## config.mk

```make
export PLATFORM = sky130hd
export DESIGN_NAME = gru_divider
export DESIGN_NICKNAME = d
export VERILOG_FILES = /design/src/rtl/gru_pkg.sv /design/src/rtl/gru_divider.sv
export SDC_FILE = /design/constraint.sdc
export NUM_CORES = 2
export LEC_CHECK = 0
export BUFFER_PORTS_ARGS = -buffer_cell sky130_fd_sc_hd__buf_4
export CORE_UTILIZATION = 45
export CTS_CLUSTER_DIAMETER = 200
export DETAILED_ROUTE_END_ITERATION = 7
export HOLD_SLACK_MARGIN = 0.1
export PLACE_DENSITY = 0.6
export SYNTH_ARGS = -nofsm -noshare
export SYNTH_HDL_FRONTEND = slang
export SYNTH_MEMORY_MAX_BITS = 65536
export SYNTH_SLANG_ARGS = --single-unit
export TNS_END_PERCENT = 1
```

## constraint.sdc

```tcl
create_clock -name clock -period 309.4 [get_ports clock]
set_input_delay 0 -clock clock [delete_from_list [all_inputs] [get_ports clock]]
set_output_delay 0 -clock clock [all_outputs]
set_load 0.02 [all_outputs]
```

## src/rtl/gru_pkg.sv

```systemverilog
// Shared types and constants of the gauge reading unit converter.
// Depends on nothing; every other file of the block uses it.
`default_nettype none
package gru_pkg;

   localparam int NUM_W = 29;   // divider dividend and quotient width
   localparam int DEN_W = 26;   // divider divisor and remainder width
   localparam int VAL_W = 30;   // converted value width
   localparam int RAW_W = 16;

   typedef enum logic [3:0] {
      KIND_VOLT  = 4'd0,
      KIND_CURR  = 4'd1,
      KIND_CHG   = 4'd2,
      KIND_SOC   = 4'd3,
      KIND_REM   = 4'd4,
      KIND_FULL  = 4'd5,
      KIND_DCAP  = 4'd6,
      KIND_TIME  = 4'd7,
      KIND_TEMP  = 4'd8,
      KIND_RAW   = 4'd9,
      KIND_DVOLT = 4'd10
   } kind_type;

   typedef enum logic [1:0] {
      CSR_RSENSE = 2'd0,
      CSR_DCAP   = 2'd1,
      CSR_DVOLT  = 2'd2
   } csr_index_type;

   // Per-item data that rides alongside the divider
   typedef struct packed {
      kind_type                 kind;
      logic                     neg;
      logic signed [VAL_W-1:0]  value;
      logic                     status;
   } side_type;

   typedef struct packed {
      logic              valid;
      side_type          side;
      logic [NUM_W-1:0]  num;
      logic [DEN_W-1:0]  den;
      logic [DEN_W-1:0]  rem;
      logic [NUM_W-1:0]  quo;
   } div_stage_type;

   // Capacity limits derived from the design capacity register
   typedef struct packed {
      logic [15:0] dcap;
      logic [25:0] dcap_uah;
      logic [26:0] rem_limit;
      logic [26:0] full_low;
      logic [26:0] full_high;
   } limits_type;

endpackage
`default_nettype wire

```

## src/rtl/gru_divider.sv

```systemverilog
// Restoring divider, one quotient bit per register stage.
// Depends on gru_pkg.
`default_nettype none
module gru_divider (
   input  wire logic                    clock,
   input  wire logic                    reset,
   input  wire logic                    en,
   input  wire gru_pkg::div_stage_type  stage_in,
   output gru_pkg::div_stage_type       stage_out
);
   import gru_pkg::*;

   div_stage_type stage_ff [NUM_W];

   for (genvar i = 0; i < NUM_W; i++) begin : g_stage
      div_stage_type     prev, nxt_in;
      logic [DEN_W:0]    trial, diff;
      logic              ge;

      // Shift in the next dividend bit, subtract when it fits
      always_comb begin
         prev   = (i == 0) ? stage_in : stage_ff[(i == 0) ? 0 : i - 1];
         trial  = {prev.rem, prev.num[NUM_W-1]};
         diff   = trial - {1'b0, prev.den};
         ge     = (trial >= {1'b0, prev.den});
         nxt_in = prev;
         nxt_in.rem = ge ? diff[DEN_W-1:0] : trial[DEN_W-1:0];
         nxt_in.num = {prev.num[NUM_W-2:0], 1'b0};
         nxt_in.quo = {prev.quo[NUM_W-2:0], ge};
      end

      always_ff @(posedge clock) begin
         if (reset) begin
            stage_ff[i].valid <= 1'b0;
         end else if (en) begin
            stage_ff[i] <= nxt_in;
         end
      end
   end

   assign stage_out = stage_ff[NUM_W-1];
endmodule
`default_nettype wire

```

==> impl_metrics.tcl <==
set metrics [dict create \
    core.rowCount 212 \
    vdd.ir_drop.worst_v 0.00000509 \
    synth_mux_area_share_pct 2.32 \
    vias 84151 \
    max_cap_viol_count 0 \
    report.final.slew_viol_count 0 \
    cts_inserted_buffers 367 \
    detail_route.first_pass.iterations 6 \
    outcome "finished clean" \
    ys_async_sr_fraction_pct 0 \
    cp.arrival_ns 9.90 \
    clkSlewWorstSetupHoldPaths_ns 0.06 \
    yosys.area_share.xor_xnor_pct 3.66 \
    max-clock-path-buffers 4 \
    finalSetupTns_ns 0 \
    dieWidth_um 580 \
    fmax_mhz 107 \
    setup.worst_path.start_class "input pin" \
    worst_slew_margin_rel_pct 13.5 \
    syn-mean-instance-area_sq_um 14.2 \
    synthesis.yosys.warnings 0 \
    cpPeakStageDelay_ns 0.92 \
    top_level_ports 297 \
    synth.largest_area_cell "sky130_fd_sc_hd__edfxtp_1" \
    crit_type "in -> reg" \
    die_height_um 580 \
    grt_pass1_wl_um 471000 \
    flip_flop_count_of_the_largest_register_after_layout 3422 \
    drt-initial-drc-count 5466 \
    antenna_found_initial 2 \
    wl_per_cell_um 18.7 \
    worst_hold_class "in -> reg" \
    synth-adder-area-share_pct 6.65 \
    viasPerCell 5.23 \
    largest-register "stage_ff" \
    synthTopCellsByArea "sky130_fd_sc_hd__edfxtp_1 (68%), sky130_fd_sc_hd__ha_1 (6.3%), sky130_fd_sc_hd__a21oi_1 (2.8%)" \
    leakage_nw 64.9 \
    worst-slew-pin-transition_ns 1.29 \
    synthesized_area_sq_um 151000 \
    drc 0 \
    residual_overflow_from_global_routing 0 \
    route.antenna.remaining_nets 0 \
    cts_root_buf "sky130_fd_sc_hd__clkbuf_16" \
    largestRegisters "stage_ff (3422)" \
    fp.coreArea_sq_um 333000 \
    hpwlAfterDp_um 211000 \
    die-area_sq_um 337000 \
    unrepaired_setup_endpoints_after_global_routing "no" \
    critical_path.endpoint_type "register" \
    count_of_flip_flops_with_a_built_in_enable_after_synthesis 3422 \
    htree_levels 5 \
    grt_start_max_net_pins 174 \
    groute.usage.overall_pct 17.5 \
    layout_min_cycle_time_ns 9.33 \
    drive_above_1_share_pct 10.5 \
    synth_top_family_by_area "compound AO/OA/AOI/OAI gates" \
    top_cell_type_s_share_of_synthesized_area_pct 68.2 \
    areaGrowthSynthToFinish_pct 14.4 \
    cts_tree "done" \
    finalSetupViolCount 0 \
    clock_sinks 3422 \
    synth_ff_type "sky130_fd_sc_hd__edfxtp_1" \
    initial_utilization_pct 45.2 \
    port_buffers 238 \
    ys_seq_area_share_pct 68.2 \
    worstPathCellList "dlygate4sd3_1, buf_4, dlygate4sd3_1, nor2b_4, buf_12, buf_4, buf_4, buf_4, buf_4, buf_4, buf_4, buf_4, buf_4, buf_4, buf_4" \
    most_used_cell_cp "sky130_fd_sc_hd__buf_4" \
    ctsResizeCount 0 \
    nNetsFinal 12324 \
    largest_driver_fanout_on_the_critical_path 88 \
    synth_compound_area_share_pct 9.93 \
    power-per-cell-area_nw_per_um2 6.62 \
    grt_pass1_vias 84468 \
    synthSimpleGateAreaFrac_pct 6.00 \
    hold_viol_final 0 \
    ys_ff_latch 3422 \
    share_of_the_clock_period_used_by_the_worst_path_pct 3.02 \
    routed_wirelength_um 301000 \
    clock_latency_ns 0.94 \
    worst_clock_skew_ns 0.0712 \
    timing.critical_path.slowest_stage_cell "sky130_fd_sc_hd__buf_4" \
    synth_cells 10627 \
    final_layout_worst_hold_slack_ns 0.252 \
    gp_congestion 0.885 \
    number_of_different_library_cells_in_the_post_synthesis_netlist 113 \
    data_required_critical_path_ns 309.96 \
]
-- critical path, delay by kind of cell --
kind	cells	cell delay, ns
simple gates	1	0.20
buf+inv	14	9.16
-- metrics by stage --
| stage | instance area (sq um) | cells | util (%) | power (mW) | setup WS (ns) |
|---|---|---|---|---|---|
| 2_1_floorplan | 151000 | 10655 | - | 0.761 | 212.11 |
| 3_3_place_gp | 158000 | 15127 | 47.3 | 0.714 | 299.99 |
| 3_5_place_dp | 158000 | 15127 | 47.3 | 0.717 | 299.71 |
| 4_1_cts | 172000 | 16081 | 51.7 | 1.16 | 299.96 |
| 5_1_grt | 172000 | 16090 | 51.7 | 1.19 | 299.26 |
| 6_report | 172000 | 16090 | 51.7 | 1.14 | 300.07 |
-- cells in the mapped netlist, drive strengths merged, types with 108 or more instances --
cell type and number:
a21o 372, a21oi 860, clkbuf 130, edfxtp 3422, ha 754, inv 983, mux2 286, nand2 500
nand3 139, nand4 108, nor2 565, nor2b 125, nor3 112, o21ai 565, o21bai 109, xnor2 388
xor2 242
-- cell usage in the layout, fill, tap and decap left out, types with 31 or more instances in the layout --
master,instances
sky130_fd_sc_hd__o21ai_0,530
sky130_fd_sc_hd__a31oi_1,53
sky130_fd_sc_hd__bufinv_16,34
sky130_fd_sc_hd__a21oi_1,846
sky130_fd_sc_hd__o31ai_1,33
sky130_fd_sc_hd__clkinv_1,83
sky130_fd_sc_hd__dlygate4sd3_1,281
sky130_fd_sc_hd__a21o_1,370
sky130_fd_sc_hd__nand2_1,500
sky130_fd_sc_hd__mux2_2,244
sky130_fd_sc_hd__nor4_1,38
sky130_fd_sc_hd__a211oi_1,58
sky130_fd_sc_hd__nand2b_1,97
sky130_fd_sc_hd__mux2_4,36
sky130_fd_sc_hd__inv_1,982
sky130_fd_sc_hd__nor2b_1,124
sky130_fd_sc_hd__nor3_1,109
sky130_fd_sc_hd__clkbuf_16,373
sky130_fd_sc_hd__and3_1,40
sky130_fd_sc_hd__clkinv_2,58
sky130_fd_sc_hd__xor2_1,242
sky130_fd_sc_hd__o21bai_1,108
sky130_fd_sc_hd__or2_2,31
sky130_fd_sc_hd__ha_1,754
sky130_fd_sc_hd__nor2_1,564
sky130_fd_sc_hd__and2_1,56
sky130_fd_sc_hd__clkbuf_1,76
sky130_fd_sc_hd__buf_4,301
sky130_fd_sc_hd__o21a_1,82
sky130_fd_sc_hd__nand3_1,138
sky130_fd_sc_hd__xnor2_1,388
sky130_fd_sc_hd__nand4_1,108
sky130_fd_sc_hd__edfxtp_1,3422
-- final timing paths --
kind	cells past startpoint	start	to	slack, ns
worst max-delay path	15	reset	stage_ff[0][118]	300.07
worst min-delay path	4	en	stage_ff[28][109]	0.25
worst max register to register	13	stage_ff[8][56]	stage_ff[9][47]	304.82
worst min register to register	0	stage_ff[9][94]	stage_ff[10][95]	0.38
-- cell families (layout without fill, tap and decap cells) --
family	Yosys count	count (layout)
xor+xnor	630	630
flops	3422	3422
buf+inv	1204	2243
other cells	1	38
simple gates	1897	1897
compound gates	2390	2390
mux	300	300
fa+ha+maj	783	783
-- routing by layer --
| layer | vias to the layer above | global-route usage (%) | wire [um] |
|---|---|---|---|
| li1 | 41007 | - | - |
| met1 | 41027 | 23.2 | 133000 |
| met2 | 1560 | 29.8 | 146000 |
| met3 | 557 | 2.19 | 11000 |
| met4 | 0 | 6.22 | 10400 |
| met5 | - | 0 | 0 |
-- area by class of cell --
type,instances,area [sq um]
fillers,27675,161000
multi-input cells,6029,43300
well taps,4387,5490
clock inverters,223,2280
inverters,983,3690
clock buffers,449,9620
flip-flops and latches,3422,103000
diodes,9,22.5
repair buffers,588,5190
-- repair_timing --
action | in CTS | in global routing
endpoints found under the setup margin | 0 | 0
hold buffers | 282 | 0
buffers inserted | 0 | 0
hold endpoints to repair | 273 | 0
-- power by group --
group / switching (mW) / total (mW) / internal [mW] / leakage (nW)
registers: 0.0128 / 0.557 / 0.544 / 32.1
clock network: 0.179 / 0.429 / 0.251 / 5.75
logic: 0.0888 / 0.154 / 0.0648 / 27.0
total: 0.280 / 1.14 / 0.860 / 64.9
No activity file was read; power rests on OpenSTA's default activity.
