**src/rtl/gru_pkg.sv**
```systemverilog
// Shared types and constants of the gauge reading unit converter.
// Depends on nothing; every other file of the block uses it.
`default_nettype none
package gru_pkg;

   localparam int NUM_W = 29;   // divider dividend and quotient width
   localparam int DEN_W = 26;   // divider divisor and remainder width
   localparam int VAL_W = 30;   // converted value width
   localparam int RAW_W = 16;

   typedef enum logic [3:0] {
      KIND_VOLT  = 4'd0,
      KIND_CURR  = 4'd1,
      KIND_CHG   = 4'd2,
      KIND_SOC   = 4'd3,
      KIND_REM   = 4'd4,
      KIND_FULL  = 4'd5,
      KIND_DCAP  = 4'd6,
      KIND_TIME  = 4'd7,
      KIND_TEMP  = 4'd8,
      KIND_RAW   = 4'd9,
      KIND_DVOLT = 4'd10
   } kind_type;

   typedef enum logic [1:0] {
      CSR_RSENSE = 2'd0,
      CSR_DCAP   = 2'd1,
      CSR_DVOLT  = 2'd2
   } csr_index_type;

   // Per-item data that rides alongside the divider
   typedef struct packed {
      kind_type                 kind;
      logic                     neg;
      logic signed [VAL_W-1:0]  value;
      logic                     status;
   } side_type;

   typedef struct packed {
      logic              valid;
      side_type          side;
      logic [NUM_W-1:0]  num;
      logic [DEN_W-1:0]  den;
      logic [DEN_W-1:0]  rem;
      logic [NUM_W-1:0]  quo;
   } div_stage_type;

   // Capacity limits derived from the design capacity register
   typedef struct packed {
      logic [15:0] dcap;
      logic [25:0] dcap_uah;
      logic [26:0] rem_limit;
      logic [26:0] full_low;
      logic [26:0] full_high;
   } limits_type;

endpackage
`default_nettype wire

```
**src/rtl/gru_front.sv**
```systemverilog
// Input stage: decodes the kind, forms divider operands and direct results.
// Depends on gru_pkg.
`default_nettype none
module gru_front (
   input  wire logic                       clock,
   input  wire logic                       reset,
   input  wire logic                       en,
   input  wire logic                       in_valid,
   input  wire logic [3:0]                 in_kind,
   input  wire logic [gru_pkg::RAW_W-1:0]  in_raw,
   input  wire logic [15:0]                rsense,
   output gru_pkg::div_stage_type          stage_out
);
   import gru_pkg::*;

   div_stage_type           stage_ff, stage_in;
   kind_type                kind;
   logic [15:0]             rs_eff;
   logic                    neg;
   logic [15:0]             mag;
   logic [NUM_W-1:0]        cur_num, cap_num;
   logic [DEN_W-1:0]        den10, den1, den1000;
   logic [25:0]             volt_prod;
   logic [17:0]             time_prod;
   logic signed [20:0]      temp_x, temp_adj, temp_q;
   logic [7:0]              soc;

   // Operand preparation
   always_comb begin
      kind      = kind_type'(in_kind);
      rs_eff    = (rsense == 16'd0) ? 16'd10 : rsense;
      neg       = in_raw[15];
      mag       = neg ? (~in_raw + 16'd1) : in_raw;
      cur_num   = NUM_W'(mag) * NUM_W'(15625);
      cap_num   = NUM_W'(in_raw) * NUM_W'(5000);
      den1      = DEN_W'(rs_eff);
      den10     = DEN_W'(rs_eff) * DEN_W'(10);
      den1000   = DEN_W'(rs_eff) * DEN_W'(1000);
      volt_prod = 26'(in_raw) * 26'd625;
      time_prod = 18'(in_raw) * 18'd3;
      temp_x    = 21'($signed(in_raw)) * 21'sd10;
      // signed divide by 256 truncating toward zero
      temp_adj  = temp_x[20] ? (temp_x + 21'sd255) : temp_x;
      temp_q    = temp_adj >>> 8;
      soc       = (in_raw[15:8] > 8'd100) ? 8'd100 : in_raw[15:8];
   end

   // Select per kind
   always_comb begin
      stage_in             = '0;
      stage_in.valid       = in_valid;
      stage_in.side.kind   = kind;
      stage_in.side.neg    = neg;
      stage_in.num         = cap_num;
      stage_in.den         = den1;
      case (kind)
         KIND_VOLT:  stage_in.side.value = VAL_W'(volt_prod >> 3);
         KIND_CURR,
         KIND_CHG:   begin
            stage_in.num = cur_num;
            stage_in.den = den10;
         end
         KIND_SOC:   stage_in.side.value = VAL_W'(soc);
         KIND_REM,
         KIND_FULL:  stage_in.den = den1;
         KIND_DCAP:  stage_in.den = den1000;
         KIND_TIME:  stage_in.side.value = VAL_W'(time_prod >> 5);
         KIND_TEMP:  stage_in.side.value = VAL_W'(temp_q) + VAL_W'(2732);
         KIND_RAW:   stage_in.side.value = VAL_W'(in_raw);
         KIND_DVOLT: stage_in.side.value = '0;
         default:    stage_in.side.status = 1'b1;
      endcase
   end

   always_ff @(posedge clock) begin
      if (reset) begin
         stage_ff.valid <= 1'b0;
      end else if (en) begin
         stage_ff <= stage_in;
      end
   end

   assign stage_out = stage_ff;
endmodule
`default_nettype wire

```
**config.mk**
```make
export PLATFORM = sky130hd
export DESIGN_NAME = gru_front
export DESIGN_NICKNAME = d
export VERILOG_FILES = /design/src/rtl/gru_pkg.sv /design/src/rtl/gru_front.sv
export SDC_FILE = /design/constraint.sdc
export NUM_CORES = 1
export LEC_CHECK = 0
export BUFFER_PORTS_ARGS = -buffer_cell sky130_fd_sc_hd__buf_2
export CAP_MARGIN = 10
export CORE_ASPECT_RATIO = 1.25
export CORE_MARGIN = 4
export CORE_UTILIZATION = 60
export CTS_BUF_LIST = sky130_fd_sc_hd__clkbuf_4 sky130_fd_sc_hd__clkbuf_8
export DETAILED_ROUTE_END_ITERATION = 8
export GPL_ROUTABILITY_DRIVEN = 0
export PLACE_DENSITY = 0.82
export SLEW_MARGIN = 25
export SYNTH_ARGS = -nofsm -noshare
export SYNTH_HDL_FRONTEND = slang
export SYNTH_SLANG_ARGS = --single-unit
```
**constraint.sdc**
```tcl
create_clock -name clock -period 12.2 [get_ports clock]
set_input_delay 3.66 -clock clock [delete_from_list [all_inputs] [get_ports clock]]
set_output_delay 3.66 -clock clock [all_outputs]
set_load 0.1 [all_outputs]
```
==> results of run 1 <==
-- cell usage in the layout, fill, tap and decap left out, types with 9 or more instances in the layout --
cell / instances
inv_1: 363
ha_1: 317
fa_1: 136
buf_2: 131
nand2_1: 99
xnor2_1: 87
edfxtp_1: 85
o21ai_0: 79
nor2_1: 78
a21oi_1: 67
conb_1: 55
xor2_1: 43
a21o_1: 37
nand3_1: 31
nor3_1: 31
nor2b_1: 20
o21a_1: 15
a31oi_1: 15
a211oi_1: 13
and2_1: 12
and3_1: 11
o221ai_1: 11
nand2b_1: 11
or3_1: 10
clkbuf_8: 10
or2_2: 9
a221o_1: 9
-- cell families after synthesis --
| family | after synthesis | share of synthesized area |
|---|---|---|
| buffers and inverters | 455 | 0.1180 |
| adder cells (fa/ha/maj) | 453 | 0.4058 |
| AND/OR/NAND/NOR | 347 | 0.1048 |
| AO/OA/AOI/OAI | 337 | 0.1389 |
| XOR/XNOR | 131 | 0.06961 |
| flip-flops | 86 | 0.1561 |
| multiplexers | 10 | 0.006528 |
| other | 1 | 0.0002275 |
-- routing by layer --
| metal | part of all wire | vias to the layer above |
|---|---|---|
| li1 | - | 6250 |
| met4 | 0.048 | 0 |
| met5 | 0 | - |
| met1 | 0.38 | 6297 |
| met2 | 0.52 | 474 |
| met3 | 0.052 | 116 |
-- final cells by class --
type | count | share of cell area
Clock inverter | 6 | 0.006709
Tap cell | 345 | 0.02462
Multi-Input combinational cell | 1333 | 0.6957
Timing Repair Buffer | 138 | 0.04061
Clock buffer | 10 | 0.007851
Sequential cell | 86 | 0.1467
Inverter | 363 | 0.07772
-- worst min path at each step --
stage / from / end / slack (ns) / cells after the start
detailed placement: stage_out[146] / stage_out[146] / 0.50 / 2
global route: stage_out[146] / stage_out[146] / 0.59 / 2
global placement: stage_out[146] / stage_out[146] / 0.47 / 2
floorplan: stage_out[146] / stage_out[146] / 0.97 / 2
finish: stage_out[146] / stage_out[146] / 0.51 / 2
CTS: stage_out[146] / stage_out[146] / 0.52 / 2
-- power breakdown --
part	switching [mW]	total (mW)	internal [mW]
logic	2.37	3.78	1.41
clock network	0.126	0.270	0.143
registers	0.0119	0.427	0.415
total	2.50	4.48	1.97
-- worst reg2reg max path, delay by kind of cell (launching register included) --
family,cells,cell delay (ns)
DFF,1,0.32
and+or+nand+nor,1,0.05
muxes,1,0.12
-- metrics by stage --
step / util / setup WS (ns) / hold WS, ns / cells
2_1_floorplan: - / 2.428 / 0.9705 / 1874
3_3_place_gp: 0.6415 / 1.638 / 0.4722 / 2265
3_5_place_dp: 0.6415 / 1.367 / 0.4977 / 2265
4_1_cts: 0.6510 / 1.805 / 0.5239 / 2281
5_1_grt: 0.6515 / 1.279 / 0.5867 / 2281
6_report: 0.6515 / 1.751 / 0.5145 / 2281
==> impl_metrics.toml, run 1 <==
[worst_setup_path]
ff2ff_setup_slack_ns = 11.61
reg2regPathDepth = 2
crit_start = "in_raw[15]"
cp.required_ns = 12.34
critPathLaunchType = "input pin"
cp.arrival_ns = 10.59
path_delay_family = "adder cells"
criticalPathCategory = "in -> reg"
path_depth = 27
crit_path_end = "stage_out[108]"
r2r-end = "stage_out[146]"
r2r_start = "stage_out[146]"
cp-end-kind = "register"
path_buf_inv = 7
cp_max_fo = 20
max_stage_delay_ns = 0.54
slowest_stage = "inv_1"
crit_top_cell = "inv_1"

[logic_synthesis]
synth_seq_area_share = 0.1561
synth_top_cell_by_area = "ha_1"
synth_top_area_frac = 0.2406
synth.distinct_cells = 82
synth.most_common_cell = "inv_1"
synth_edf_count = 85
yosysWarnings = 0
synth_common_cells = "363 x inv_1, 317 x ha_1, 136 x fa_1, 99 x nand2_1, 88 x xnor2_1"
async_reset_ff_frac = 0
ys_seq_elements = 86
syn_area_um2 = 16480
synthTopCellsByArea = "ha_1 24%, fa_1 17%, edfxtp_1 15%"
synth.avg_cell_area_um2 = 9.057
syn_inst = 1820
ys.flop_type = "edfxtp_1"

[clock_network]
cts_tree = "done"
clock_path_buffers = 2
holdBufCountCts = 0
root_buffer = "clkbuf_8"
htreeDepth = 3
insertion_delay_ns = 0.40
clkSinkCount = 86
cts_buffers = 9
clk_pin_slew_ns = 0.10
cts_resized = 0
cts_setup_buffers = 0

[timing]
fin_setup_tns_ns = 0
setup_viol = 0
rsz0062_at_grt = "false"
post-route-period-util = 0.8565
timing.fmax_mhz = 95.70
period_minus_slack_ns = 10.45
relSlewSlack = 0.3668
slew_violations = 0
final-hold-violation-count = 0
fin_skew_ns = 0
worst_slew_pin_slew_ns = 0.9431

[cells_and_area]
diodes = 0
multi_input_area_um2 = 12200
postLayoutCellArea_um2 = 17530
fill_cells = 2158
nets = 2424
synthToLayoutAreaGrowth_pct = 6.354
largest_reg_flops = 86
drive_above_1_share = 0.09762
seqCellArea_um2 = 2572

[flow_run]
maxCapViolCount = 0

[power_and_ir_drop]
p_total_mw = 4.475
leakagePower_nw = 8.999
worst_ir_drop_vdd_mv = 0.2521
power.density_nw_per_um2 = 255.3

[global_routing]
grt_util_met3 = 0.03017
grt_pass1_vias = 13730
use_met2 = 0.4874
top_usage_layer = "met2"
antenna_found_initial = 0
track_usage = 0.2662
gr-usage-met1 = 0.3059
grt_max_degree = 86
gr-total-overflow = 0
grt_pass1_wl_um = 65480

[die]
rows = 67
die_h_um = 193.3
die_area_um2 = 30200
core-area_um2 = 26910
die_w_um = 156.3
start_util = 0.6125
pin_count = 187

[drt]
wl_per_cell_um = 17.65
antenna_left = 0
dr.pass1.iters = 6
viasPerCell = 5.759
vias = 13140
drc = 0
wirelength_um = 40250
drtIter0Drc = 901

[placement]
port_buffers = 131
placed_area_um2 = 17260
dp_hpwl_um = 33500

[hold_path]
hp-class = "reg -> reg"

[status]
status = "completed"
(Power assumes the default switching activity.)
==> run 2: changes to the inputs <==
- CORE_MARGIN: 4 -> not set
==> impl_metrics.toml, run 2 (synthesis results as in run 1) <==
[power_and_ir_drop]
seq_power_share = 0.097
clkPwrFrac = 0.051
p_int_mw = 1.921
power.density_nw_per_um2 = 252.3
worst_ir_drop_vdd_mv = 0.2281
p_sw_frac = 0.5642
pwr-share-comb = 0.852
p_sw_mw = 2.487
leakagePower_nw = 8.964

[hold_path]
hold_depth = 2
whs_endpoint = "stage_out[146]"
hold_start = "stage_out[146]"
hp-class = "reg -> reg"

[die]
die_w_um = 150.3
die_h_um = 187.3
core-area_um2 = 26910
die_area_um2 = 28140
rows = 67
pin_count = 187
start_util = 0.6125

[clock_network]
insertion_delay_ns = 0.41
clk_pin_slew_ns = 0.11
holdBufCountCts = 0
cts_tree = "done"
clkSinkCount = 86
cts_resized = 0
cts_setup_buffers = 0
clock_path_buffers = 2
htreeDepth = 3
cts_buffers = 9
root_buffer = "clkbuf_8"

[worst_setup_path]
ff2ff_setup_slack_ns = 11.60
max_stage_delay_ns = 0.52
reg2regPathDepth = 2
criticalPathCategory = "in -> reg"
slowest_stage = "fa_1"
cp_max_fo = 20
cp.required_ns = 12.35
path_buf_inv = 7
r2r_start = "stage_out[146]"
critPathLaunchType = "input pin"
path_depth = 27
cp-end-kind = "register"
r2r-end = "stage_out[146]"
path_delay_family = "adder cells"
crit_top_cell = "inv_1"
cp.arrival_ns = 10.59

[timing]
post-route-period-util = 0.8554
timing.fmax_mhz = 95.82
fin_skew_ns = 0
period_minus_slack_ns = 10.44
whs_ns = 0.5295
slew_violations = 0
rsz0062_at_grt = "false"
relSlewSlack = 0.1809
fin_setup_tns_ns = 0
final-hold-violation-count = 0
worst_slew_pin_slew_ns = 1.198
setup_viol = 0

[global_routing]
grt_max_degree = 86
track_usage = 0.2936
gr-total-overflow = 0
grt_pass1_wl_um = 64810
grt_pass1_vias = 13600
antenna_found_initial = 0

[cells_and_area]
seqCellArea_um2 = 2572
diodes = 0
nets = 2424
postLayoutCellArea_um2 = 17470
fill_cells = 2159
drive_above_1_share = 0.09711
multi_input_area_um2 = 12200
synthToLayoutAreaGrowth_pct = 5.997
largest_reg_flops = 86
final_util = 0.6493
mostFrequentLayoutCells = "363 x inv_1, 317 x ha_1, 136 x fa_1, 131 x buf_2, 99 x nand2_1"
layout_commonest_cell = "inv_1"

[drt]
drc = 0
vias = 13180
viasPerCell = 5.777
wl_per_cell_um = 17.33
wirelength_um = 39520
drtIter0Drc = 775
dr.pass1.iters = 5
antenna_left = 0

[placement]
placed_area_um2 = 17270
port_buffers = 131
dp_hpwl_um = 32690

[status]
status = "completed"

[flow_run]
maxCapViolCount = 0
run 2: cell types whose count changed in the layout (fill, tap and decap cells not counted):
cell and delta:
inv_8 -1, a2111oi_1 -1, inv_6 +1, bufinv_16 -2, clkbuf_8 -1, a2111oi_0 +1, clkinvlp_4 +2, clkinv_1 +1
run 2: power by group through the flow:
stage	Sequential, mW	Clock (mW)	Combinational (mW)
after floorplan	0.777	0	2.61
after global placement	0.434	0	3.59
after detailed placement	0.434	0	3.71
after CTS	0.428	0.228	3.75
after global routing	0.432	0.237	4.20
final	0.427	0.224	3.76
run 2: metal layers:
metal | global-route usage | wire length, um
met3 | 0.03366 | 2235
met5 | 0 | 0
met2 | 0.5294 | 20170
met4 | 0.1717 | 2283
met1 | 0.3281 | 14830
run 2: worst register-to-register path: cells and delay by family, from the launching register on:
family	cells	cell delay (ns)
muxes	1	0.13
and+or+nand+nor	1	0.06
DFF	1	0.33
run 2: worst max path at each step:
| stage | startpoint | end | slack [ns] |
|---|---|---|---|
| after global routing | in_raw[15] | stage_out[108] | 1.35 |
| after detailed placement | in_raw[15] | stage_out[108] | 1.41 |
| after global placement | in_raw[15] | stage_out[108] | 1.63 |
| final | in_raw[15] | stage_out[108] | 1.76 |
| after floorplan | in_raw[15] | stage_out[108] | 2.43 |
| after CTS | in_raw[15] | stage_out[108] | 1.83 |
run 2: through the flow:
step                setup slack [ns]  total power [mW]  std cells
floorplan                      2.428             3.384       1874
global placement               1.630             4.025       2265
detailed placement             1.414             4.145       2265
CTS                            1.834             4.402       2281
global route                   1.351             4.873       2281
finish                         1.764             4.408       2281
run 2: cell type report:
type	instances	share of cell area
well taps	345	0.02471
repair buffers	138	0.04075
clock buffers	9	0.007090
inverters	363	0.07799
clock inverters	7	0.004225
flip-flops and latches	86	0.1472
multi-input cells	1333	0.6980
