[src/rtl/gru_pkg.sv]
// Shared types and constants of the gauge reading unit converter.
// Depends on nothing; every other file of the block uses it.
`default_nettype none
package gru_pkg;

   localparam int NUM_W = 29;   // divider dividend and quotient width
   localparam int DEN_W = 26;   // divider divisor and remainder width
   localparam int VAL_W = 30;   // converted value width
   localparam int RAW_W = 16;

   typedef enum logic [3:0] {
      KIND_VOLT  = 4'd0,
      KIND_CURR  = 4'd1,
      KIND_CHG   = 4'd2,
      KIND_SOC   = 4'd3,
      KIND_REM   = 4'd4,
      KIND_FULL  = 4'd5,
      KIND_DCAP  = 4'd6,
      KIND_TIME  = 4'd7,
      KIND_TEMP  = 4'd8,
      KIND_RAW   = 4'd9,
      KIND_DVOLT = 4'd10
   } kind_type;

   typedef enum logic [1:0] {
      CSR_RSENSE = 2'd0,
      CSR_DCAP   = 2'd1,
      CSR_DVOLT  = 2'd2
   } csr_index_type;

   // Per-item data that rides alongside the divider
   typedef struct packed {
      kind_type                 kind;
      logic                     neg;
      logic signed [VAL_W-1:0]  value;
      logic                     status;
   } side_type;

   typedef struct packed {
      logic              valid;
      side_type          side;
      logic [NUM_W-1:0]  num;
      logic [DEN_W-1:0]  den;
      logic [DEN_W-1:0]  rem;
      logic [NUM_W-1:0]  quo;
   } div_stage_type;

   // Capacity limits derived from the design capacity register
   typedef struct packed {
      logic [15:0] dcap;
      logic [25:0] dcap_uah;
      logic [26:0] rem_limit;
      logic [26:0] full_low;
      logic [26:0] full_high;
   } limits_type;

endpackage
`default_nettype wire

[src/rtl/gru_back.sv]
// Output stage: sign, clamps and capacity checks, then the result register.
// Depends on gru_pkg.
`default_nettype none
module gru_back (
   input  wire logic                          clock,
   input  wire logic                          reset,
   input  wire logic                          en,
   input  wire gru_pkg::div_stage_type        stage_in,
   input  wire gru_pkg::limits_type           limits,
   input  wire logic [15:0]                   dvolt,
   output logic                               out_valid,
   output logic signed [gru_pkg::VAL_W-1:0]   out_value,
   output logic                               out_status
);
   import gru_pkg::*;

   logic                    valid_ff;
   logic signed [VAL_W-1:0] value_ff, value_in;
   logic                    status_ff;
   logic [NUM_W-1:0]        c;
   logic signed [VAL_W-1:0] cval, duah;
   logic                    dnz;

   // Result selection
   always_comb begin
      c     = stage_in.quo;
      cval  = VAL_W'(c);
      duah  = VAL_W'(limits.dcap_uah);
      dnz   = (limits.dcap != 16'd0);
      value_in = stage_in.side.value;
      case (stage_in.side.kind)
         KIND_CURR:  value_in = stage_in.side.neg ? -cval : cval;
         KIND_CHG:   value_in = stage_in.side.neg ? '0 : cval;
         KIND_REM:   value_in = (dnz && (c > NUM_W'(limits.rem_limit))) ? duah : cval;
         KIND_FULL:  value_in = (dnz && ((c < NUM_W'(1000)) ||
                                         (c < NUM_W'(limits.full_low)) ||
                                         (c >= NUM_W'(limits.full_high)))) ? duah : cval;
         KIND_DCAP:  value_in = dnz ? VAL_W'(limits.dcap) : cval;
         KIND_DVOLT: value_in = VAL_W'(dvolt);
         default:    value_in = stage_in.side.value;
      endcase
   end

   always_ff @(posedge clock) begin
      if (reset) begin
         valid_ff <= 1'b0;
      end else if (en) begin
         valid_ff  <= stage_in.valid;
         value_ff  <= value_in;
         status_ff <= stage_in.side.status;
      end
   end

   assign out_valid  = valid_ff;
   assign out_value  = value_ff;
   assign out_status = status_ff;
endmodule
`default_nettype wire

[config.mk]
export PLATFORM = sky130hd
export DESIGN_NAME = gru_back
export DESIGN_NICKNAME = d
export VERILOG_FILES = /design/src/rtl/gru_pkg.sv /design/src/rtl/gru_back.sv
export SDC_FILE = /design/constraint.sdc
export NUM_CORES = 1
export LEC_CHECK = 0
export ABC_AREA = 1
export ABC_CLOCK_PERIOD_IN_PS = 2070
export BUFFER_PORTS_ARGS = -buffer_cell sky130_fd_sc_hd__buf_2
export CAP_MARGIN = 20
export CELL_PAD_IN_SITES_DETAIL_PLACEMENT = 0
export CELL_PAD_IN_SITES_GLOBAL_PLACEMENT = 1
export CORE_MARGIN = 2
export CORE_UTILIZATION = 27
export DETAILED_ROUTE_END_ITERATION = 10
export PLACE_DENSITY = 0.84
export SLEW_MARGIN = 20
export SYNTH_ARGS = -nofsm -noshare
export SYNTH_HDL_FRONTEND = slang
export SYNTH_SLANG_ARGS = --single-unit
[constraint.sdc]
create_clock -name clock -period 2.07 [get_ports clock]
set_input_delay 0.3105 -clock clock [delete_from_list [all_inputs] [get_ports clock]]
set_output_delay 0.3105 -clock clock [all_outputs]
set_load 0.05 [all_outputs]
==> impl_metrics.tcl, run 1 <==
set metrics [dict create \
    gp_congestion 0.9380 \
    synth_compound_area_share_pct 14.32 \
    max_freq_mhz 468.5 \
    skew_ns 0 \
    first_global_vias 7860 \
    track_usage_pct 21.96 \
    drtAntennaViolNets 0 \
    max_slew_margin_pct 62.19 \
    r2r-end "out_valid" \
    critPathBufInv 3 \
    fin_util_pct 47.59 \
    swShare_pct 39.78 \
    cts_tree "built" \
    synth_top_family_by_area "simple AND/OR/NAND/NOR gates" \
    syn-instance-count 998 \
    via_per_inst 4.940 \
    fin_nets 1737 \
    synthesis.area_sq_mm 0.006028 \
    p_int_mw 2.169 \
    first_pass_iters 5 \
    vias 8156 \
    grt_start_max_net_pins 33 \
    rows 54 \
    async_flop_share_pct 0 \
    combPwrFrac_pct 54.1 \
    finish.instance_area_sq_mm 0.01042 \
    peakVddDrop_uv 325.9 \
    crit_fanout 6 \
    p_sw_mw 1.433 \
    synthTopCellsByCount "nand2_1 (230), inv_1 (150), nor2_1 (121)" \
    dpl-instance-area_sq_mm 0.008473 \
    power_leakage_nw 5.046 \
    clock_latency_ns 0.28 \
    cts_root_buf "clkbuf_16" \
    post_drt_wl_per_cell_microns 16.45 \
    clk_pin_slew_ns 0.05 \
    yosysTopAreaCell "ha_1" \
    core_sq_mm 0.02189 \
    htreeDepth 2 \
    critical_path.top_delay_family "simple AND/OR/NAND/NOR gates" \
    violations "setup timing" \
    io_buffers 239 \
    die_h_microns 153.4 \
    cts_made_buffers 5 \
    synth_warnings 0 \
    synthXorXnorAreaFrac_pct 0.5812 \
    r2r_cells 2 \
    crit_chain "buf_4 -> ha_1 -> nand2_1 -> nor2_2 -> nand2_2 -> nor2_4 -> a21oi_2 -> nand2_1 -> nor2_2 -> nand3_4 -> buf_4 -> nand3_4 -> inv_1 -> nand2_1 -> nand3_1 -> nor2_1 -> nor2_1" \
    grt_pass1_wl_mm 41.76 \
    syn_to_final_growth_pct 72.81 \
    die_x_microns 153.4 \
    hold_end "out_valid" \
    yosysMostFrequentCell "nand2_1" \
    drive_gt1_share_pct 46.71 \
    synthAdderAreaFrac_pct 16.81 \
    clockPowerShare_pct 23.6 \
    syn_area_per_cell_sq_um 6.040 \
    netlist_top_cells_area "ha_1 (17%), edfxtp_1 (15%), nand2_1 (14%)" \
    fin_crit_sh_pct 103.1 \
    synth_top_area_share_pct 16.81 \
    arrival_ns 2.17 \
    synth_edf_count 31 \
    crit_slowest_cell "ha_1" \
    worstHoldPathType "in -> reg" \
    cts_sinks 32 \
    cp_data_required_time_ns 2.10 \
    power.density_mw_per_mm2 345.7 \
    min_period_ns 2.135 \
    drc 0 \
    synthFlopType "edfxtp_1" \
    maxCapViolCount 0 \
    status "finished with violations" \
    syn_nets 1368 \
    endpoint_kind "flop" \
    crit_path_max_incr_delay_ns 0.29 \
    p_seq_share_pct 22.3 \
    finalSetupTns_ns -0.4611 \
    regToRegSetupSlack_ns 1.51 \
    rsz0062_at_grt "true" \
    worst_slack_ns -0.06459 \
    synth_seq_area_share_pct 15.77 \
    holdPathStages 2 \
    synth_simple_gate_area_share_pct 40.04 \
    hold_violations 0 \
    synthMuxAreaShare_pct 0 \
    hold_start "reset" \
    startpoint_type "input pin" \
    ios 321 \
    cp_common_cell "nand2_1" \
    finalWirelength_mm 27.15 \
    slew_viol_final 0 \
    ys_ff_latch 32 \
    overflow 0 \
    r2r_start "out_valid" \
    critPathKind "in -> reg" \
    setup_viol 15 \
    cts.path.max_buffers 2 \
    dp.final_hpwl_mm 21.65 \
    die_area_sq_mm 0.02354 \
    initial_core_util_pct 27.54 \
    worst_pin_slew_ns 0.5658 \
    netlist-cell-type-count 44 \
    drt_iter0_markers 470 \
    post-place-ws_ns -0.5201 \
    antenna_found_initial 2 \
]
sequential cells by signal, indices dropped and copies added (netlist names):
register	cells
out_value	30
out_status	1
out_valid	1
routing by layer:
metal  GRT usage (%)  share of wire (%)  wire length [microns]  up-vias
li1                -                  -                      -     4065
met3           2.467                7.2                   1962       54
met4           6.378                3.1                    847        0
met1           29.75                 43                  11740     3660
met5               0                  0                      0        -
met2           36.84                 46                  12600      377
worst max path at each step:
stage / start / endpoint / slack [ns] / cells after the start
after floorplan: limits[64] / out_value[19] / 0.03 / 15
after global routing: limits[10] / out_value[18] / -0.18 / 17
final: stage_in[15] / out_value[14] / -0.06 / 17
after detailed placement: stage_in[12] / out_value[20] / -0.52 / 14
after CTS: stage_in[2] / out_value[18] / -0.005 / 17
after global placement: stage_in[12] / out_value[20] / -0.45 / 14
area by class of cell:
cell class | instances | area, sq um
fillers | 2239 | 11470
inverters | 161 | 609.3
multi-input cells | 780 | 5677
flip-flops and latches | 32 | 950.9
clock inverters | 3 | 42.54
clock buffers | 5 | 125.1
well taps | 280 | 350.3
repair buffers | 387 | 2655
diodes | 3 | 7.507
power by group through the flow:
| stage | combinational (mW) | clock [mW] | sequential, mW |
|---|---|---|---|
| after floorplan | 0.656 | 0 | 1.01 |
| after global placement | 1.53 | 0 | 0.816 |
| after detailed placement | 1.55 | 0 | 0.816 |
| after CTS | 1.79 | 0.853 | 0.804 |
| after global routing | 2.14 | 0.881 | 0.808 |
| final | 1.95 | 0.850 | 0.802 |
cell families (layout without fill, tap and decap cells):
| group | after synthesis | after routing |
|---|---|---|
| xor gates and xnor gates | 4 | 4 |
| and+or+nand+nor | 535 | 538 |
| adders and majority gates | 81 | 81 |
| buffers and inverters | 189 | 556 |
| DFF | 32 | 32 |
| AOI/OAI and AO/OA | 157 | 157 |
| other | 0 | 3 |
cells in the final DEF (no fill, tap or decap), types with 5 or more instances in the layout:
master | Yosys | layout
a21oi_1 | 70 | 54
a21oi_2 | 0 | 12
buf_12 | 0 | 7
buf_2 | 7 | 213
buf_4 | 1 | 127
buf_6 | 4 | 34
clkbuf_16 | 0 | 6
edfxtp_1 | 31 | 31
ha_1 | 81 | 27
ha_4 | 0 | 53
inv_1 | 150 | 131
inv_2 | 11 | 28
nand2_1 | 230 | 198
nand2_2 | 10 | 36
nand2_4 | 2 | 5
nand2_8 | 0 | 6
nand3_1 | 78 | 63
nand3_2 | 3 | 14
nand4_1 | 44 | 44
nor2_1 | 121 | 88
nor2_2 | 13 | 31
nor2_4 | 2 | 17
nor3_1 | 22 | 5
nor3_2 | 4 | 19
o21ai_0 | 52 | 39
o21ai_1 | 9 | 19
o21bai_1 | 10 | 10
metrics by stage:
step / instances / power [mW] / hold slack, ns
6_report: 1651 / 3.601 / 0.2164
5_1_grt: 1649 / 3.827 / 0.2120
4_1_cts: 1639 / 3.446 / 0.2145
3_5_place_dp: 1618 / 2.369 / 0.4616
3_3_place_gp: 1618 / 2.349 / 0.4407
2_1_floorplan: 998 / 1.666 / 0.3796
repair_timing:
action,4_1_cts,5_1_grt
pin swaps,55,55
buffers inserted,8,8
hold buffers,0,0
gates resized for setup,180,142
endpoints found under the setup margin,29,29
gates cloned,5,1
(Power assumes the default switching activity.)
==> run 2: changes to the inputs <==
SETUP_SLACK_MARGIN = 0.05   (was not set)
TNS_END_PERCENT = 5   (was not set)
==> run 2 against run 1 <==
  * The run still ends with setup timing left
  * Clock power about the same
  * Largest power group unchanged
  * Hold slack improved by 0.00059 ns
  * Power decreased by 1.4%
  * Critical path depth is 2 lower
  * Sequential share of layout area rose by 0.24 points
  * Utilization down 1.2 points
  * First-iteration DRC count shrank 1.7%
  * Setup slack improved by 0.052 ns
  * Non-clock buffer count down 6
  * Via count is 0.69% lower
==> impl_metrics.tcl, run 2 (synthesis results as in run 1) <==
set metrics [dict create \
    status "finished with violations" \
    violations "setup timing" \
    hold_start "reset" \
    fin_nets 1731 \
    instances_no_fill 1645 \
    skew_ns 0 \
    place_inst 1618 \
    arrival_ns 2.11 \
    setup_viol 3 \
    p_sw_mw 1.405 \
    startpoint_type "input pin" \
    io_buffers 239 \
    critPathKind "in -> reg" \
    grt_start_max_net_pins 33 \
    post_drt_wl_per_cell_microns 16.26 \
    core_sq_mm 0.02189 \
    maxCapViolCount 0 \
    die_h_microns 153.4 \
    slew_viol_final 0 \
    max_freq_mhz 480.1 \
    p_seq_share_pct 22.6 \
    regToRegSetupSlack_ns 1.51 \
    clockPowerShare_pct 23.9 \
    antenna_found_initial 2 \
    drt_iter0_markers 462 \
    die_x_microns 153.4 \
    min_period_ns 2.083 \
    drc 0 \
    cts_made_buffers 5 \
    syn_to_final_growth_pct 68.47 \
    r2r_start "out_valid" \
    first_pass_iters 5 \
    hold_ws_ns 0.2170 \
    mostFrequentLayoutCell "buf_2" \
    dpl-instance-area_sq_mm 0.008473 \
    combPwrFrac_pct 53.5 \
    grt_pass1_wl_mm 42.23 \
    gp_congestion 0.9380 \
    cp_data_required_time_ns 2.10 \
    hold_violations 0 \
    largest_reg_flops 30 \
    cts_tree "built" \
    finish.instance_area_sq_mm 0.01016 \
    finalSetupTns_ns -0.02042 \
    fin_crit_sh_pct 100.6 \
    rsz0062_at_grt "true" \
    htreeDepth 2 \
    ios 321 \
    clk_pin_slew_ns 0.05 \
    p_int_mw 2.148 \
    cts.path.max_buffers 2 \
    swShare_pct 39.54 \
    final_cell_mix "buf_2 (215), nand2_1 (204), inv_1 (137), buf_4 (120), nor2_1 (94)" \
    worst_slack_ns -0.01301 \
    power.density_mw_per_mm2 349.8 \
    power_leakage_nw 4.989 \
    startpoint "limits[65]" \
    overflow 0 \
    track_usage_pct 22.21 \
    max_slew_margin_pct 64.86 \
    initial_core_util_pct 27.54 \
    worst_pin_slew_ns 0.5258 \
    drive_gt1_share_pct 43.39 \
    die_area_sq_mm 0.02354 \
    p_total_mw 3.552 \
    rows 54 \
    peakVddDrop_uv 326.6 \
    first_global_vias 7986 \
    vias 8100 \
    clock_latency_ns 0.28 \
    cts_root_buf "clkbuf_16" \
    drtAntennaViolNets 0 \
    crit_fanout 6 \
    finalWirelength_mm 26.74 \
    worstHoldPathType "in -> reg" \
    endpoint_kind "flop" \
    via_per_inst 4.924 \
    dp.final_hpwl_mm 21.65 \
    cts_sinks 32 \
]
==> run 2: cell types whose count changed in the layout (fill, tap and decap cells not counted), sizes merged <==
cell and delta:
buf -5, clkbuf -1
==> run 2: worst paths after layout <==
path	cells after the start	end
setup / recovery	15	out_value[19]
hold / removal	2	out_valid
hold reg to reg	2	out_valid
setup reg to reg	2	out_valid
==> run 2: layer usage <==
| layer | track usage, % | vias to the layer above | routed length, microns |
|---|---|---|---|
| li1 | - | 4051 | - |
| met1 | 29.86 | 3625 | 11710 |
| met2 | 37.31 | 378 | 12410 |
| met3 | 2.523 | 46 | 1853 |
| met4 | 6.903 | 0 | 767 |
| met5 | 0 | - | 0 |
==> run 2: cell type report <==
| cell class | instances | area (sq um) |
|---|---|---|
| Clock buffer | 5 | 125.1 |
| Inverter | 161 | 606.8 |
| Multi-Input combinational cell | 780 | 5498 |
| Timing Repair Buffer | 381 | 2575 |
| Clock inverter | 3 | 42.54 |
| Sequential cell | 32 | 950.9 |
| Tap cell | 280 | 350.3 |
| Fill cell | 2257 | 11740 |
| Antenna cell | 3 | 7.507 |
==> run 2: stage by stage <==
step,setup slack (ns),util [%]
after global routing,-0.1641,46.37
after CTS,0.02144,45.68
after floorplan,0.02709,-
final,-0.01301,46.39
after global placement,-0.4498,38.71
after detailed placement,-0.5201,38.71
==> run 2: worst max-delay path, stage by stage <==
cell	delay, ns
buf_2	0.08
inv_1	0.06
ha_4	0.27
nand2_4	0.06
nor2_4	0.13
nor3b_4	0.25
nand2_1	0.09
nand2_1	0.08
nand2_2	0.08
nand2_8	0.13
nand2_8	0.11
nand2_8	0.11
o21ai_1	0.08
nor3_2	0.23
nor2_2	0.04
==> run 2: power groups by stage <==
stage,Combinational (mW),Clock [mW],Sequential [mW]
floorplan,0.656,0,1.01
global placement,1.53,0,0.816
detailed placement,1.55,0,0.816
CTS,1.84,0.853,0.804
global route,2.09,0.881,0.808
finish,1.90,0.848,0.803
==> run 2: repair_timing <==
| action | 4_1_cts | 5_1_grt |
|---|---|---|
| cloned | 5 | 0 |
| resized for setup | 225 | 37 |
| setup buffers | 10 | 1 |
| setup endpoints to repair | 29 | 29 |
| hold buffers | 0 | 0 |
| pin swaps | 76 | 23 |
